==> src/hdl/mwdw_pkg.sv <==
package mwdw_pkg;

    localparam int LIMB_W = 64;
    localparam int WIDE_W = 2 * LIMB_W;
    localparam int CNT_W  = $clog2(WIDE_W);

    localparam logic [CNT_W-1:0] NARROW_LAST_STEP = CNT_W'(LIMB_W - 1);
    localparam logic [CNT_W-1:0] WIDE_LAST_STEP   = CNT_W'(WIDE_W - 1);

    typedef logic [LIMB_W-1:0] limb_t;

    typedef struct packed {
        limb_t quotient;
        limb_t remainder;
        logic  last;
        logic  err;
    } mwdw_res_t;

endpackage

==> src/hdl/mwdw_step.sv <==
module mwdw_step
    import mwdw_pkg::*;
(
    input  limb_t rem_in,
    input  logic  bit_in,
    input  limb_t divisor,
    output limb_t rem_out,
    output logic  q_bit
);

    logic  top;
    limb_t shifted;

    assign top     = rem_in[LIMB_W-1];
    assign shifted = {rem_in[LIMB_W-2:0], bit_in};
    assign q_bit   = top | (shifted >= divisor);
    assign rem_out = q_bit ? (shifted - divisor) : shifted;

endmodule

==> src/hdl/mwdw_core.sv <==
module mwdw_core
    import mwdw_pkg::*;
(
    input  logic      clk,
    input  logic      rst_n,
    input  logic      start,
    input  limb_t     hi,
    input  limb_t     lo,
    input  logic      last,
    input  limb_t     divisor,
    input  logic      res_ready,
    output logic      busy,
    output logic      res_valid,
    output mwdw_res_t res
);

    localparam logic [1:0] ST_IDLE = 2'd0;
    localparam logic [1:0] ST_RUN  = 2'd1;
    localparam logic [1:0] ST_DONE = 2'd2;

    logic [1:0]        state_reg, state_next;
    logic [CNT_W-1:0]  cnt_reg, cnt_next;
    limb_t             rem_reg, rem_next;
    logic [WIDE_W-1:0] dv_reg, dv_next;
    logic              last_reg, last_next;
    logic              err_reg, err_next;

    limb_t step_rem;
    logic  step_q;

    mwdw_step u_step (
        .rem_in  (rem_reg),
        .bit_in  (dv_reg[WIDE_W-1]),
        .divisor (divisor),
        .rem_out (step_rem),
        .q_bit   (step_q)
    );

    always_comb
    begin
        state_next = state_reg;
        cnt_next   = cnt_reg;
        rem_next   = rem_reg;
        dv_next    = dv_reg;
        last_next  = last_reg;
        err_next   = err_reg;
        case (state_reg)
            ST_IDLE:
            begin
                if (start)
                begin
                    last_next = last;
                    err_next  = (divisor == '0);
                    if (divisor == '0)
                    begin
                        rem_next   = '0;
                        dv_next    = '0;
                        state_next = ST_DONE;
                    end
                    else if (hi < divisor)
                    begin
                        rem_next   = hi;
                        dv_next    = {lo, {LIMB_W{1'b0}}};
                        cnt_next   = NARROW_LAST_STEP;
                        state_next = ST_RUN;
                    end
                    else
                    begin
                        rem_next   = '0;
                        dv_next    = {hi, lo};
                        cnt_next   = WIDE_LAST_STEP;
                        state_next = ST_RUN;
                    end
                end
            end
            ST_RUN:
            begin
                rem_next = step_rem;
                dv_next  = {dv_reg[WIDE_W-2:0], step_q};
                cnt_next = cnt_reg - CNT_W'(1);
                if (cnt_reg == '0)
                begin
                    state_next = ST_DONE;
                end
            end
            ST_DONE:
            begin
                if (res_ready)
                begin
                    state_next = ST_IDLE;
                end
            end
            default:
            begin
                state_next = ST_IDLE;
            end
        endcase
    end

    always_ff @(posedge clk or negedge rst_n)
    begin
        if (!rst_n)
        begin
            state_reg <= ST_IDLE;
            cnt_reg   <= '0;
        end
        else
        begin
            state_reg <= state_next;
            cnt_reg   <= cnt_next;
        end
    end

    always_ff @(posedge clk)
    begin
        rem_reg  <= rem_next;
        dv_reg   <= dv_next;
        last_reg <= last_next;
        err_reg  <= err_next;
    end

    assign busy          = (state_reg != ST_IDLE);
    assign res_valid     = (state_reg == ST_DONE);
    assign res.quotient  = dv_reg[LIMB_W-1:0];
    assign res.remainder = rem_reg;
    assign res.last      = last_reg;
    assign res.err       = err_reg;

endmodule

==> src/hdl/multiword_divide_by_word_top.sv <==
// Divides a number of 64-bit limbs, most significant first, by the 64-bit divisor in the
// configuration register (reset value 1), giving one quotient limb and the running remainder
// per limb; the beat flagged last_limb carries the final remainder and clears the running
// remainder for the next number. A zero divisor raises divide_error with zero quotient and
// remainder. One shared shift-compare-subtract unit yields one quotient bit per cycle, so a
// limb takes 64 steps plus load and hand-off; the steps run over the full double-width value
// when the running remainder is not below the divisor (divisor rewritten mid-number), and
// a zero divisor skips them. in_stall stays high from load until hand-off; a finished beat
// waits in the output register while the next limb is taken.
module multiword_divide_by_word_top
    import mwdw_pkg::*;
(
    input  logic  clk,
    input  logic  rst_n,
    input  logic  cfg_write_enable,
    input  limb_t cfg_write_data,
    input  logic  in_valid,
    output logic  in_stall,
    input  limb_t limb,
    input  logic  last_limb,
    output logic  out_valid,
    input  logic  out_stall,
    output limb_t quotient_limb,
    output limb_t remainder,
    output logic  is_last,
    output logic  divide_error
);

    limb_t     divisor_reg;
    limb_t     run_rem_reg, run_rem_next;
    logic      out_valid_reg, out_valid_next;
    mwdw_res_t out_reg;

    logic      core_busy;
    logic      res_valid;
    logic      res_ready;
    logic      in_accept;
    logic      res_take;
    mwdw_res_t res;

    assign in_accept = in_valid & ~core_busy;
    assign res_ready = ~out_valid_reg | ~out_stall;
    assign res_take  = res_valid & res_ready;

    mwdw_core u_core (
        .clk       (clk),
        .rst_n     (rst_n),
        .start     (in_accept),
        .hi        (run_rem_reg),
        .lo        (limb),
        .last      (last_limb),
        .divisor   (divisor_reg),
        .res_ready (res_ready),
        .busy      (core_busy),
        .res_valid (res_valid),
        .res       (res)
    );

    always_comb
    begin
        run_rem_next   = run_rem_reg;
        out_valid_next = out_valid_reg;
        if (out_valid_reg && !out_stall)
        begin
            out_valid_next = 1'b0;
        end
        if (res_take)
        begin
            out_valid_next = 1'b1;
            run_rem_next   = res.last ? '0 : res.remainder;
        end
    end

    always_ff @(posedge clk or negedge rst_n)
    begin
        if (!rst_n)
        begin
            divisor_reg   <= limb_t'(1);
            run_rem_reg   <= '0;
            out_valid_reg <= 1'b0;
        end
        else
        begin
            if (cfg_write_enable)
            begin
                divisor_reg <= cfg_write_data;
            end
            run_rem_reg   <= run_rem_next;
            out_valid_reg <= out_valid_next;
        end
    end

    // hold the beat while stalled
    always_ff @(posedge clk)
    begin
        if (res_take)
        begin
            out_reg <= res;
        end
    end

    assign in_stall      = core_busy;
    assign out_valid     = out_valid_reg;
    assign quotient_limb = out_reg.quotient;
    assign remainder     = out_reg.remainder;
    assign is_last       = out_reg.last;
    assign divide_error  = out_reg.err;

endmodule

==> config.mk <==
export PLATFORM = sky130hd
export DESIGN_NAME = multiword_divide_by_word_top
export DESIGN_NICKNAME = d
export VERILOG_FILES = /design/src/hdl/mwdw_pkg.sv /design/src/hdl/mwdw_step.sv /design/src/hdl/mwdw_core.sv /design/src/hdl/multiword_divide_by_word_top.sv
export SDC_FILE = /design/constraint.sdc
export NUM_CORES = 1
export LEC_CHECK = 0
export BUFFER_PORTS_ARGS = -buffer_cell sky130_fd_sc_hd__clkbuf_2
export CORE_MARGIN = 1
export CORE_UTILIZATION = 55
export DETAILED_ROUTE_END_ITERATION = 10
export PLACE_DENSITY = 0.76
export SLEW_MARGIN = 20
export SYNTH_ARGS = -nofsm -noshare
export SYNTH_HDL_FRONTEND = slang
export SYNTH_SLANG_ARGS = --single-unit
==> constraint.sdc <==
create_clock -name clk -period 36.4 [get_ports clk]
set_clock_uncertainty 0.15 [all_clocks]
set_input_delay 7.28 -clock clk [delete_from_list [all_inputs] [get_ports clk]]
set_output_delay 7.28 -clock clk [all_outputs]
set_load 0.005 [all_outputs]
# Word-level counts from Yosys, hierarchy flattened
# Cells that the tools add are included.
dict set report word_totals {
  ff_bits 462
  in_bits 134
  word_cells 63
  output_inout_bits 132
}
dict set report classes {
  eq_ne 6
  n_mux 21
  bitwise_logic 7
  reduce_logical 12
  add_sub_neg 2
  n_lt_le_gt_ge 2
}
# cell n
set op_table {}
lappend op_table {{128-bit two-way mux} 3}
lappend op_table {{64-bit two-way mux} 5}
lappend op_table {{128-bit one-hot mux with 2 select lines} 1}
lappend op_table {{64-bit one-hot mux with 2 select lines} 1}
lappend op_table {{64-bit greater-or-equal comparator} 1}
lappend op_table {{64-bit zero test} 1}
lappend op_table {{64-bit less-than comparator} 1}
lappend op_table {{64-bit subtractor} 1}
lappend op_table {{7-bit two-way mux} 3}
lappend op_table {{7-bit one-hot mux with 2 select lines} 1}
lappend op_table {{2-bit two-way mux} 4}
lappend op_table {{7-bit zero test} 1}
lappend op_table {{7-bit by 1-bit subtractor with 7-bit output (second input constant)} 1}
lappend op_table {{2-bit one-hot mux with 3 select lines} 1}
lappend op_table {{3-bit AND reduction} 2}
lappend op_table {{2-bit nonzero test} 3}
lappend op_table {{2-bit by 1-bit inequality test with 1-bit output (second input constant)} 2}
lappend op_table {{2-bit inequality test (second input constant)} 2}
lappend op_table {{2-bit AND reduction} 2}
lappend op_table {{1-bit inverter} 3}
lappend op_table {{1-bit bitwise AND} 2}
lappend op_table {{2-bit by 1-bit equality test with 1-bit output (second input constant)} 1}
lappend op_table {{2-bit equality test (second input constant)} 1}
lappend op_table {{2-bit zero test} 1}
lappend op_table {{4 further kinds} 6}

# Depth between registers and ports, before layout
# Gate-level depths: netlist (run 1).
dict set report logic_depth {
  ltp_word 5
  ltp_mapped 16
  mapped_depth_nobuf 14
}

# Hierarchy
# From an unflattened synthesis (run 1), not the netlist that was laid out.
dict set report hier_totals {
  cells_unflattened 2358
  area_unflattened_um2 26759.4
}
# mod area_each_um2 seq_area_each_um2 cells_per_inst n_inst
set modules_own_cells {}
lappend modules_own_cells {mwdw_core 12006.5 6050.8 1039 1}
lappend modules_own_cells {multiword_divide_by_word_top 9396.5 7133.1 476 1}
lappend modules_own_cells {mwdw_step 5356.4 0.0 843 1}

# Worst setup path before layout (run 1)
# Ideal clock, no wire load.
dict set report synth_timing {
  path_kind {input port to flip-flop}
  startpoint {input port in_valid}
  endpoint {register u_core.cnt_reg[5]}
  slack_ns 17.622
  stages 7
  n_path_buf 0
  setup_time_ns 0.122
  t_arrival_ns 18.505
  required_time_ns 36.128
  path_cell_list {nor2_1 nor2_1 o21ai_0 or4_1 nor3_1 xnor2_1 nand2_1}
}
dict set report synth_via {
  elab_chain_len 3
}
# item line
set synth_rtl {}
lappend synth_rtl {{start, declared} multiword_divide_by_word_top.sv:17} ;# input logic in_valid,
lappend synth_rtl {{1-bit bitwise AND} multiword_divide_by_word_top.sv:41} ;# assign in_accept = in_valid & ~core_busy;
lappend synth_rtl {{2-bit inequality test (no source line)} n/a}
lappend synth_rtl {{3-bit AND reduction (no source line)} n/a}
lappend synth_rtl {{end signal, assigned} mwdw_core.sv:110} ;# cnt_reg <= cnt_next;
lappend synth_rtl {{end, declared} mwdw_core.sv:22} ;# logic [CNT_W-1:0] cnt_reg, cnt_next;
# No other way between the ends.
# A chain may end at the register's enable or synchronous reset.

# Worst setup path in the final report (run 1)
dict set report layout_timing {
  startpoint {input port in_valid}
  endpoint {register u_core.dv_reg[95], enable pin}
}
dict set report layout_via {
  elab_chain_len 3
}
# item line
set layout_rtl {}
lappend layout_rtl {{1-bit bitwise AND} multiword_divide_by_word_top.sv:41}
lappend layout_rtl {{2-bit inequality test (no source line)} n/a}
lappend layout_rtl {{2-bit AND reduction (no source line)} n/a}
lappend layout_rtl {{end signal, assigned} mwdw_core.sv:117} ;# dv_reg <= dv_next;
lappend layout_rtl {{end, declared} mwdw_core.sv:24} ;# logic [WIDE_W-1:0] dv_reg, dv_next;
# No other way between the ends.

==> results of run 1 <==
## final cells by class
class	instances	area [sq um]
Timing Repair Buffer	283	1470
Inverter	93	354
Clock inverter	20	164
Antenna cell	1	2.50
Clock buffer	69	1330
Sequential cell	462	13200
Multi-Input combinational cell	1533	9940
Tap cell	585	732
Fill cell	3370	15900
## cells by family after synthesis
family / after synthesis / share of synthesized area (%)
compound gates: 650 / 16.6
xor+xnor: 59 / 2.15
flops: 462 / 54.8
simple gates: 589 / 11.2
fa+ha+maj: 130 / 6.80
mux: 105 / 4.43
buf+inv: 212 / 3.93
## power breakdown
group          total [uW]  switching, uW  internal, uW
registers             996            148           848
clock network         480            210           270
logic                1110            698           415
## per-stage QoR
step,power [uW],hold WS (ns),setup slack (ns),area [sq um]
floorplan,1790,0.250,17.62,24000
global placement,2050,0.251,25.92,25700
detailed placement,2090,0.269,25.84,25700
CTS,2570,0.270,26.46,27200
global route,2740,0.283,26.29,27200
finish,2590,0.284,26.42,27200
## worst register-to-register path: cells and delay by family, from the launching register on
kind | cells | cell delay [ns]
and+or+nand+nor | 4 | 1.71
buffers and inverters | 2 | 0.68
adders and majority gates | 2 | 0.60
AOI/OAI and AO/OA | 7 | 1.65
DFF | 1 | 0.36
## Yosys cell counts (9+ instances only)
cell / instances / area, sq um
mux2i_1: 100 / 1000
nand3_1: 15 / 75.1
o21bai_1: 19 / 143
ha_1: 129 / 1610
clkbuf_1: 73 / 274
o31ai_1: 11 / 82.6
nor2b_1: 12 / 75.1
nand4_1: 40 / 250
nor4_1: 21 / 131
nor3_1: 13 / 65.1
o21ai_1: 88 / 440
a22oi_1: 19 / 143
edfxtp_1: 324 / 9730
dfrtp_1: 137 / 3430
a22o_1: 66 / 578
xnor2_1: 37 / 324
nor2_1: 66 / 248
nand2_1: 329 / 1230
a21oi_1: 109 / 546
a21o_1: 39 / 293
inv_1: 93 / 349
o21a_1: 12 / 90.1
o21ai_0: 229 / 1150
buf_6: 9 / 101
xor2_1: 22 / 193
buf_2: 25 / 125
nand2b_1: 67 / 419
## worst paths after layout
| check | endpoint | startpoint | depth (start not counted) |
|---|---|---|---|
| max | u_core.dv_reg[95] | in_valid | 6 |
| min | divide_error | u_core.err_reg | 0 |
| max reg2reg | u_core.rem_reg[61] | u_core.dv_reg[127] | 15 |
| min reg2reg | divide_error | u_core.err_reg | 0 |
| max in group asynchronous | divisor_reg[5] | rst_n | 2 |
| min in group asynchronous | u_core.cnt_reg[4] | rst_n | 1 |
## metal layers
layer  GRT usage [%]  vias to the layer above
li1                -                     8503
met1            41.5                     8924
met2            45.3                      815
met3            4.82                      115
met4            10.8                        0
met5               0                        -
==> metrics.txt, run 1 <==
final core occ=between 60% and 70%; worst slew pin tran=about 1.2 ns; cell area after synthesis=0.0240 sq mm; Worst slew margin=17.4%; Finished Layout Cells=~3,000; critical path's slowest cell=buf_4; Placed Cells=roughly 3,000; CP max stage delay=0.86 ns; EDFF count, synth=between 300 and 400; YS warnings=0; cts hold-fix bufs=0; most common cell after layout, fill and taps aside=nand2_1; CTS tree=yes; nets=2,686; Max Slew Vio Count=0; Worst-Skew Late Latency=0.59 ns; Longest Clk Path Bufs=3; antenna violations before repair=1; Post-Route WL=65,600 um; Hold Vio Cnt, Final=0; register-to-register setup slack=~31 ns; CP bufs+invs=4; Worst EP arrival=between 10 and 15 ns; Critical Path Sink Type=flip-flop; most common flop cell mapped by yosys=edfxtp_1; #FFs+latches synth=roughly 460; fmax=around 0.10 GHz; initial core utilization=a little under three fifths; setup bufs post-CTS=0; max reg flops=between 100 and 150; Clock Pin Slew Worst Setup and Hold Paths=0.06 ns; met3 wire len=roughly 5100 um; RSZ-0062 raised after global routing=no; post-synthesis sequential area ratio=~55%; CP top delay family=buffers and inverters; CTS buffer count=49; Netlist cell types=about 80; DR pass1 iterations=6; WS Path Type=in2reg; Die Ht=211 um; syn nets=roughly 2,500; overall global routing resource usage=29.3%; IO buf count=265; # clock sinks=~460; gpl congestion=0.933; PD cells=95.2 mW/mm^2; top sig layer=met4; Worst setup SP type=input port; Core ar.=between 0.04 and 0.05 sq mm; number of max-cap violations=0; Met2 Wirelength=about 30,000 um; FFs w/ async S/R, synth=~30%; commonest non-fill, non-tap cells in the layout=328 x nand2_1, 324 x edfxtp_1, 263 x clkbuf_2, 229 x o21ai_0, 137 x dfrtp_1; leakage power=~0.012 uW; routed wire length per instance=roughly 22 um; class of the worst hold path=reg2reg; worst path required time=~36 ns; crit path time final=between 9 and 10 ns; vias in the first global route=approximately 18,000; Synth Instances=~2,200; Crit path top cell by count=buf_4; 1st-iter DRT viols=1,670; HPWL after DPL=around 46,000 um; drc violations=0; M1 wire length=between 20,000 and 30,000 um; Worst VDD drop=approximately 96 uV; Die ar.=about 0.045 sq mm; Boundary Pins=266; area delta synth->final=13.1%; setup violators final=0; ANT nets after route=0; layout cells sized above 1=between 15 and 20%; largest net degree at the start of global routing=just under 100; routed vias=between 15,000 and 20,000; overflow left after global routing=0; Setup TNS=0 ns; status=complete, no violations; Critical Path Fanout Max=~70; row count=76; DR vias/cell=~6; CTS root buf=clkbuf_16; die width=211 um; CTS resizes=0; first-pass GRT wire length=around 100,000 um; CTS H-tree lvls=2; crit path cell chain=clkbuf_2 -> nor2_1 -> nor2_4 -> buf_4 -> buf_4 -> buf_4; period utilization=27.4%; Syn Area/Cell=around 11 sq um
No activity file was read; power rests on OpenSTA's default activity.
==> inputs of run 2 (changes only) <==
CORE_UTILIZATION = 54   (was 55)
PLACE_DENSITY = 0.77   (was 0.76)
clock period = 8.1 ns   (was 36.4 ns; I/O delays follow)
==> metrics.txt, run 2 (synthesis gave the netlist of run 1 again) <==
status=complete, no violations; initial core utilization=between 50% and 60%; power consumption=roughly 12,000 uW; first-pass GRT wire length=approximately 110,000 um; CTS tree=yes; routed wire length per instance=about 23 um; CP startpoint=divisor_reg[12]; WS Path Type=reg2reg; class of the worst hold path=reg2reg; RSZ-0062 raised after global routing=no; critical path's slowest cell=a21o_2; Setup TNS=0 ns; worst slew pin tran=1.13 ns; setup violators final=0; IO buf count=about 270; Hold Vio Cnt, Final=0; Clock Pin Slew Worst Setup and Hold Paths=0.06 ns; CTS root buf=clkbuf_16; Worst EP arrival=approximately 5 ns; CTS H-tree lvls=2; Placed Cells=2,954; reg-to-reg endpoint=u_core.rem_reg[61]; Die Ht=between 200 and 250 um; M1 wire length=just under 30,000 um; overflow left after global routing=0; Reg power frac=between 30% and 40%; commonest non-fill, non-tap cells in the layout=328 x nand2_1, 324 x edfxtp_1, 263 x clkbuf_2, 229 x o21ai_0, 137 x dfrtp_1; Finished Layout Cells=a little over 3,000; number of max-cap violations=0; register-to-register setup slack=between 3 and 4 ns; die width=213 um; Clk pwr share=18.9%; DR vias/cell=between 6 and 7; CTS resizes=0; leakage power=about 0.012 uW; max reg flops=128; worst path required time=approximately 8.4 ns; DR pass1 iterations=8; Worst-Skew Late Latency=slightly below 0.6 ns; Worst setup SP type=flip-flop; fmax=roughly 0.21 GHz; Met2 Wirelength=between 30,000 and 40,000 um; Boundary Pins=266; area delta synth->final=13.5%; Critical Path Sink Type=flip-flop; top sig layer=met4; vias in the first global route=around 18,000; Post-Route WL=between 60,000 and 70,000 um; Filler Cell Count=3,439; routed vias=about 19,000; overall global routing resource usage=a little over 30%; crit path time final=between 4 and 5 ns; crit path cell chain=inv_1 -> ha_1 -> nand4_1 -> o211ai_1 -> nor2b_1 -> o21ai_0 -> a221oi_1 -> or4_1 -> o2111ai_1 -> a21o_2 -> nand2_2 -> or3_1 -> o211ai_2; HPWL after DPL=about 48,000 um; cts hold-fix bufs=0; largest net degree at the start of global routing=about 140; antenna violations before repair=2; # clock sinks=approximately 460; CTS buffer count=between 40 and 50; layout cells sized above 1=between 10% and 20%; CP endpoint=u_core.rem_reg[61]; Power Internal=around 7000 uW; combinational share of power=between 40 and 50%; gpl congestion=~0.96; met3 wire len=5060 um; HP Start=u_core.err_reg; Worst R2R Path Depth=13; storage element area=between 0.01 and 0.015 sq mm; setup bufs post-CTS=0; Worst slew margin=24.1%; drc violations=0; ANT nets after route=0; start of the worst register-to-register path=divisor_reg[12]; Net Sw Frac=between 40% and 50%; row count=between 70 and 80; Max Slew Vio Count=0; Worst VDD drop=between 500 and 600 uV; CP max stage delay=between 0.8 and 0.9 ns; Core ar.=roughly 0.043 sq mm; most common cell after layout, fill and taps aside=nand2_1; nets=2,683; period utilization=approximately 60%; 1st-iter DRT viols=1,682; Die ar.=0.0454 sq mm; PD cells=around 430 mW/mm^2; Longest Clk Path Bufs=3; Critical Path Fanout Max=33; NetSw=4820 uW; multi-input logic area=~0.01 sq mm
run 2: cell count changes in the layout (fill, tap and decap cells not counted), sizes merged:
cell / delta
inv: -2
bufinv: +2
buf: -3
clkinv: +1
clkdlybuf4s18: +1
run 2: area by class of cell:
type,count,share of cell area (%)
clock buffers,69,4.99
clock inverters,21,0.789
inverters,93,1.30
flip-flops and latches,462,48.3
multi-input cells,1533,36.5
repair buffers,281,5.43
diodes,1,0.00917
well taps,585,2.68
run 2: how the worst min path moves through the flow:
stage | slack, ns | to | cells after the start
after floorplan | 0.25 | divide_error | 0
after global placement | 0.25 | divide_error | 0
after detailed placement | 0.28 | divide_error | 0
after CTS | 0.29 | divide_error | 0
after global routing | 0.31 | quotient_limb[51] | 0
final | 0.29 | divide_error | 0
run 2: worst max-delay path, delay by kind of cell, from the launching register on:
kind | cells | cell delay, ns
buffers and inverters | 1 | 0.15
and+or+nand+nor | 5 | 1.80
AOI/OAI and AO/OA | 6 | 1.65
DFF | 1 | 0.51
adders and majority gates | 1 | 0.43
run 2: through the flow:
stage               hold slack, ns  util [%]  instance area (sq um)  setup WS (ns)
finish                       0.293      62.8                  27300           3.24
global route                 0.309      62.8                  27300           3.01
CTS                          0.288      62.8                  27300           3.25
detailed placement           0.281      59.2                  25700           3.31
global placement             0.255      59.1                  25700           3.00
floorplan                    0.250         -                  24000           1.61
run 2: routing by layer:
layer  track usage (%)  vias up
met1              43.2     9245
met4              10.3        0
met5                 0        -
met2              48.4      824
li1                  -     8500
met3              4.78      111
run 2: power by group through the flow:
stage | registers [uW] | logic (uW) | clock network [uW]
2_1_floorplan | 4240 | 3720 | 0
3_3_place_gp | 4450 | 4860 | 0
3_5_place_dp | 4480 | 4980 | 0
4_1_cts | 4450 | 5030 | 2260
5_1_grt | 4540 | 5570 | 2350
6_report | 4460 | 5110 | 2240
==> inputs of run 3 (changes only) <==
ABC_AREA = 1   (was default)
clock period = 4.3 ns   (was 8.1 ns; I/O delays follow)
==> metrics.txt, run 3 <==
status=complete, no violations; Worst-Skew Late Latency=0.59 ns; worst path required time=about 4.5 ns; combinational family with the most area after synthesis=simple AND/OR/NAND/NOR gates; routed vias=roughly 24,000; M1 wire length=roughly 36,000 um; RSZ-0062 raised after global routing=no; Clock Pin Slew Worst Setup and Hold Paths=0.07 ns; YS warnings=0; largest net degree at the start of global routing=between 150 and 200; top post-synthesis cells by count=1,119 x nand2_1, 398 x inv_1, 324 x edfxtp_1, 316 x nand3_1, 165 x o21ai_0; WS Path Type=reg2reg; IO buf count=roughly 270; Syn Area/Cell=around 8 sq um; max reg flops=128; antenna diode count=0; initial core utilization=between 50% and 60%; CTS tree=yes; critical path's slowest cell=nor4_2; leakage power=0.0146 uW; Worst slew margin=34.3%; multiplexer share of the synthesized area=0%; CTS buffer count=47; Worst setup SP type=flip-flop; Synth Instances=around 3,300; worst slew pin tran=0.983 ns; ANT nets after route=0; top-area cell type share of the netlist area=36.5%; post-synthesis sequential area ratio=between 40% and 50%; number of max-cap violations=0; cell area after synthesis=about 0.027 sq mm; CTS H-tree lvls=2; most common flop cell mapped by yosys=edfxtp_1; class of the worst hold path=in2async; Worst R2R Path Depth=7; Reg power frac=36.2%; Core ar.=between 0.04 and 0.05 sq mm; gpl congestion=around 1.0; reg-to-reg endpoint=u_core.dv_reg[65]; vias in the first global route=approximately 22,000; setup bufs post-CTS=0; Met2 Wirelength=approximately 37,000 um; DR pass1 iterations=6; start of the worst register-to-register path=divisor_reg[14]; Longest Clk Path Bufs=3; area delta synth->final=13.6%; FFs w/ async S/R, synth=between 20% and 30%; die width=~220 um; CP top delay family=simple AND/OR/NAND/NOR gates; PD cells=about 590 mW/mm^2; routed wire length per instance=just under 20 um; Post-Route WL=82,700 um; HPWL after DPL=60,800 um; register-to-register setup slack=~0.46 ns; Hold Vio Cnt, Final=0; Finished Layout Cells=approximately 4,200; row count=between 80 and 90; final core occ=62.0%; DR vias/cell=between 5 and 6; fmax=around 0.26 GHz; CTS resizes=0; overall global routing resource usage=roughly 33%; Critical Path Sink Type=flip-flop; nets=about 3,800; CP max stage delay=around 0.82 ns; CP bufs+invs=1; syn nets=roughly 3,600; area leader, netlist=edfxtp_1; 1st-iter DRT viols=about 2,900; EDFF count, synth=between 300 and 400; # clock sinks=about 460; first-pass GRT wire length=between 100,000 and 150,000 um; Placed Cells=4,112; Power Internal=10,800 uW; Crit path top cell by count=nand3_1; power consumption=approximately 18,000 uW; commonest non-fill, non-tap cells in the layout=1,117 x nand2_1, 394 x inv_1, 324 x edfxtp_1, 316 x nand3_1, 263 x clkbuf_2; Post-Synth Adder-Cell Area=around 6.1%; Clk pwr share=approximately a quarter; combinational share of power=40.1%; period utilization=about nine tenths; layout cells sized above 1=around 11%; Max Slew Vio Count=0; most common cell in the netlist=nand2_1; antenna violations before repair=1; overflow left after global routing=0; Die ar.=between 0.05 and 0.06 sq mm; crit path time final=approximately 3.8 ns; Critical Path Fanout Max=138; Die Ht=between 200 and 250 um; Boundary Pins=~270; #FFs+latches synth=between 400 and 500; NetSw=just over 7000 uW; area share of and/or/nand/nor cells after synthesis=a little under 30%; top sig layer=met4; crit path cell chain=nor4_2 -> nand3_1 -> nor2_1 -> a21oi_4 -> buf_12 -> nand3_1 -> nand3_1; Netlist cell types=42; Area contributors post-synth=edfxtp_1 36%, nand2_1 16%, dfrtp_1 13%; cts hold-fix bufs=0; met3 wire len=about 7000 um; Net Sw Frac=between 30 and 40%; setup violators final=0; most common cell after layout, fill and taps aside=nand2_1; Synth Area in XOR/XNOR=1.15%; drc violations=0; Worst EP arrival=approximately 4.0 ns; post-synthesis compound-gate area fraction=a little under 6%; Worst VDD drop=around 340 uV; CTS root buf=clkbuf_16
[run 3: power by group through the flow]
stage               Clock, uW  Combinational, uW  Sequential [uW]
finish                   4220               7180             6480
CTS                      4260               7070             6450
floorplan                   0               5220             6230
detailed placement          0               7010             6530
global placement            0               6920             6520
global route             4410               8110             6540
[run 3: cell type report]
| type | count | area (sq um) |
|---|---|---|
| Inverter | 411 | 1560 |
| Timing Repair Buffer | 294 | 1710 |
| Clock inverter | 18 | 238 |
| Sequential cell | 462 | 13200 |
| Multi-Input combinational cell | 2281 | 11400 |
| Fill cell | 4356 | 18600 |
| Clock buffer | 70 | 1340 |
| Tap cell | 664 | 831 |
[run 3: per-layer routing]
| layer | vias up | global-route usage [%] |
|---|---|---|
| li1 | 11313 | - |
| met1 | 11132 | 48.2 |
| met2 | 1105 | 51.2 |
| met3 | 116 | 5.42 |
| met4 | 0 | 8.71 |
| met5 | - | 0 |
[run 3: cell families after synthesis]
logic type      count (synthesis)
buf+inv                       547
fa+ha+maj                     130
simple gates                 1817
flops                         462
compound gates                299
xor+xnor                       35
[run 3: worst max-delay path by stage]
| stage | endpoint | cells after the start | start | slack, ns |
|---|---|---|---|---|
| CTS | u_core.dv_reg[65] | 7 | divisor_reg[14] | 0.72 |
| floorplan | u_core.cnt_reg[3] | 8 | in_valid | -0.23 |
| detailed placement | u_core.dv_reg[65] | 7 | divisor_reg[14] | 0.76 |
| global placement | u_core.dv_reg[65] | 7 | divisor_reg[15] | 0.35 |
| finish | u_core.dv_reg[65] | 7 | divisor_reg[14] | 0.46 |
| global route | u_core.rem_reg[34] | 14 | divisor_reg[16] | 0.49 |
[run 3: worst register-to-register path: cells and delay by family (launching register included)]
kind	cells	cell delay, ns
buf+inv	1	0.31
compound gates	1	0.33
simple gates	5	2.28
flops	1	0.51
[run 3: metrics by stage]
stage,setup TNS [ns],hold slack (ns),setup WS (ns),cell area (sq um)
6_report,0,0.114,0.461,30300
5_1_grt,0,0.155,0.495,30300
4_1_cts,0,0.128,0.717,30300
3_5_place_dp,0,0.255,0.759,28700
3_3_place_gp,0,0.252,0.352,28700
2_1_floorplan,-31.99,0.250,-0.230,26700
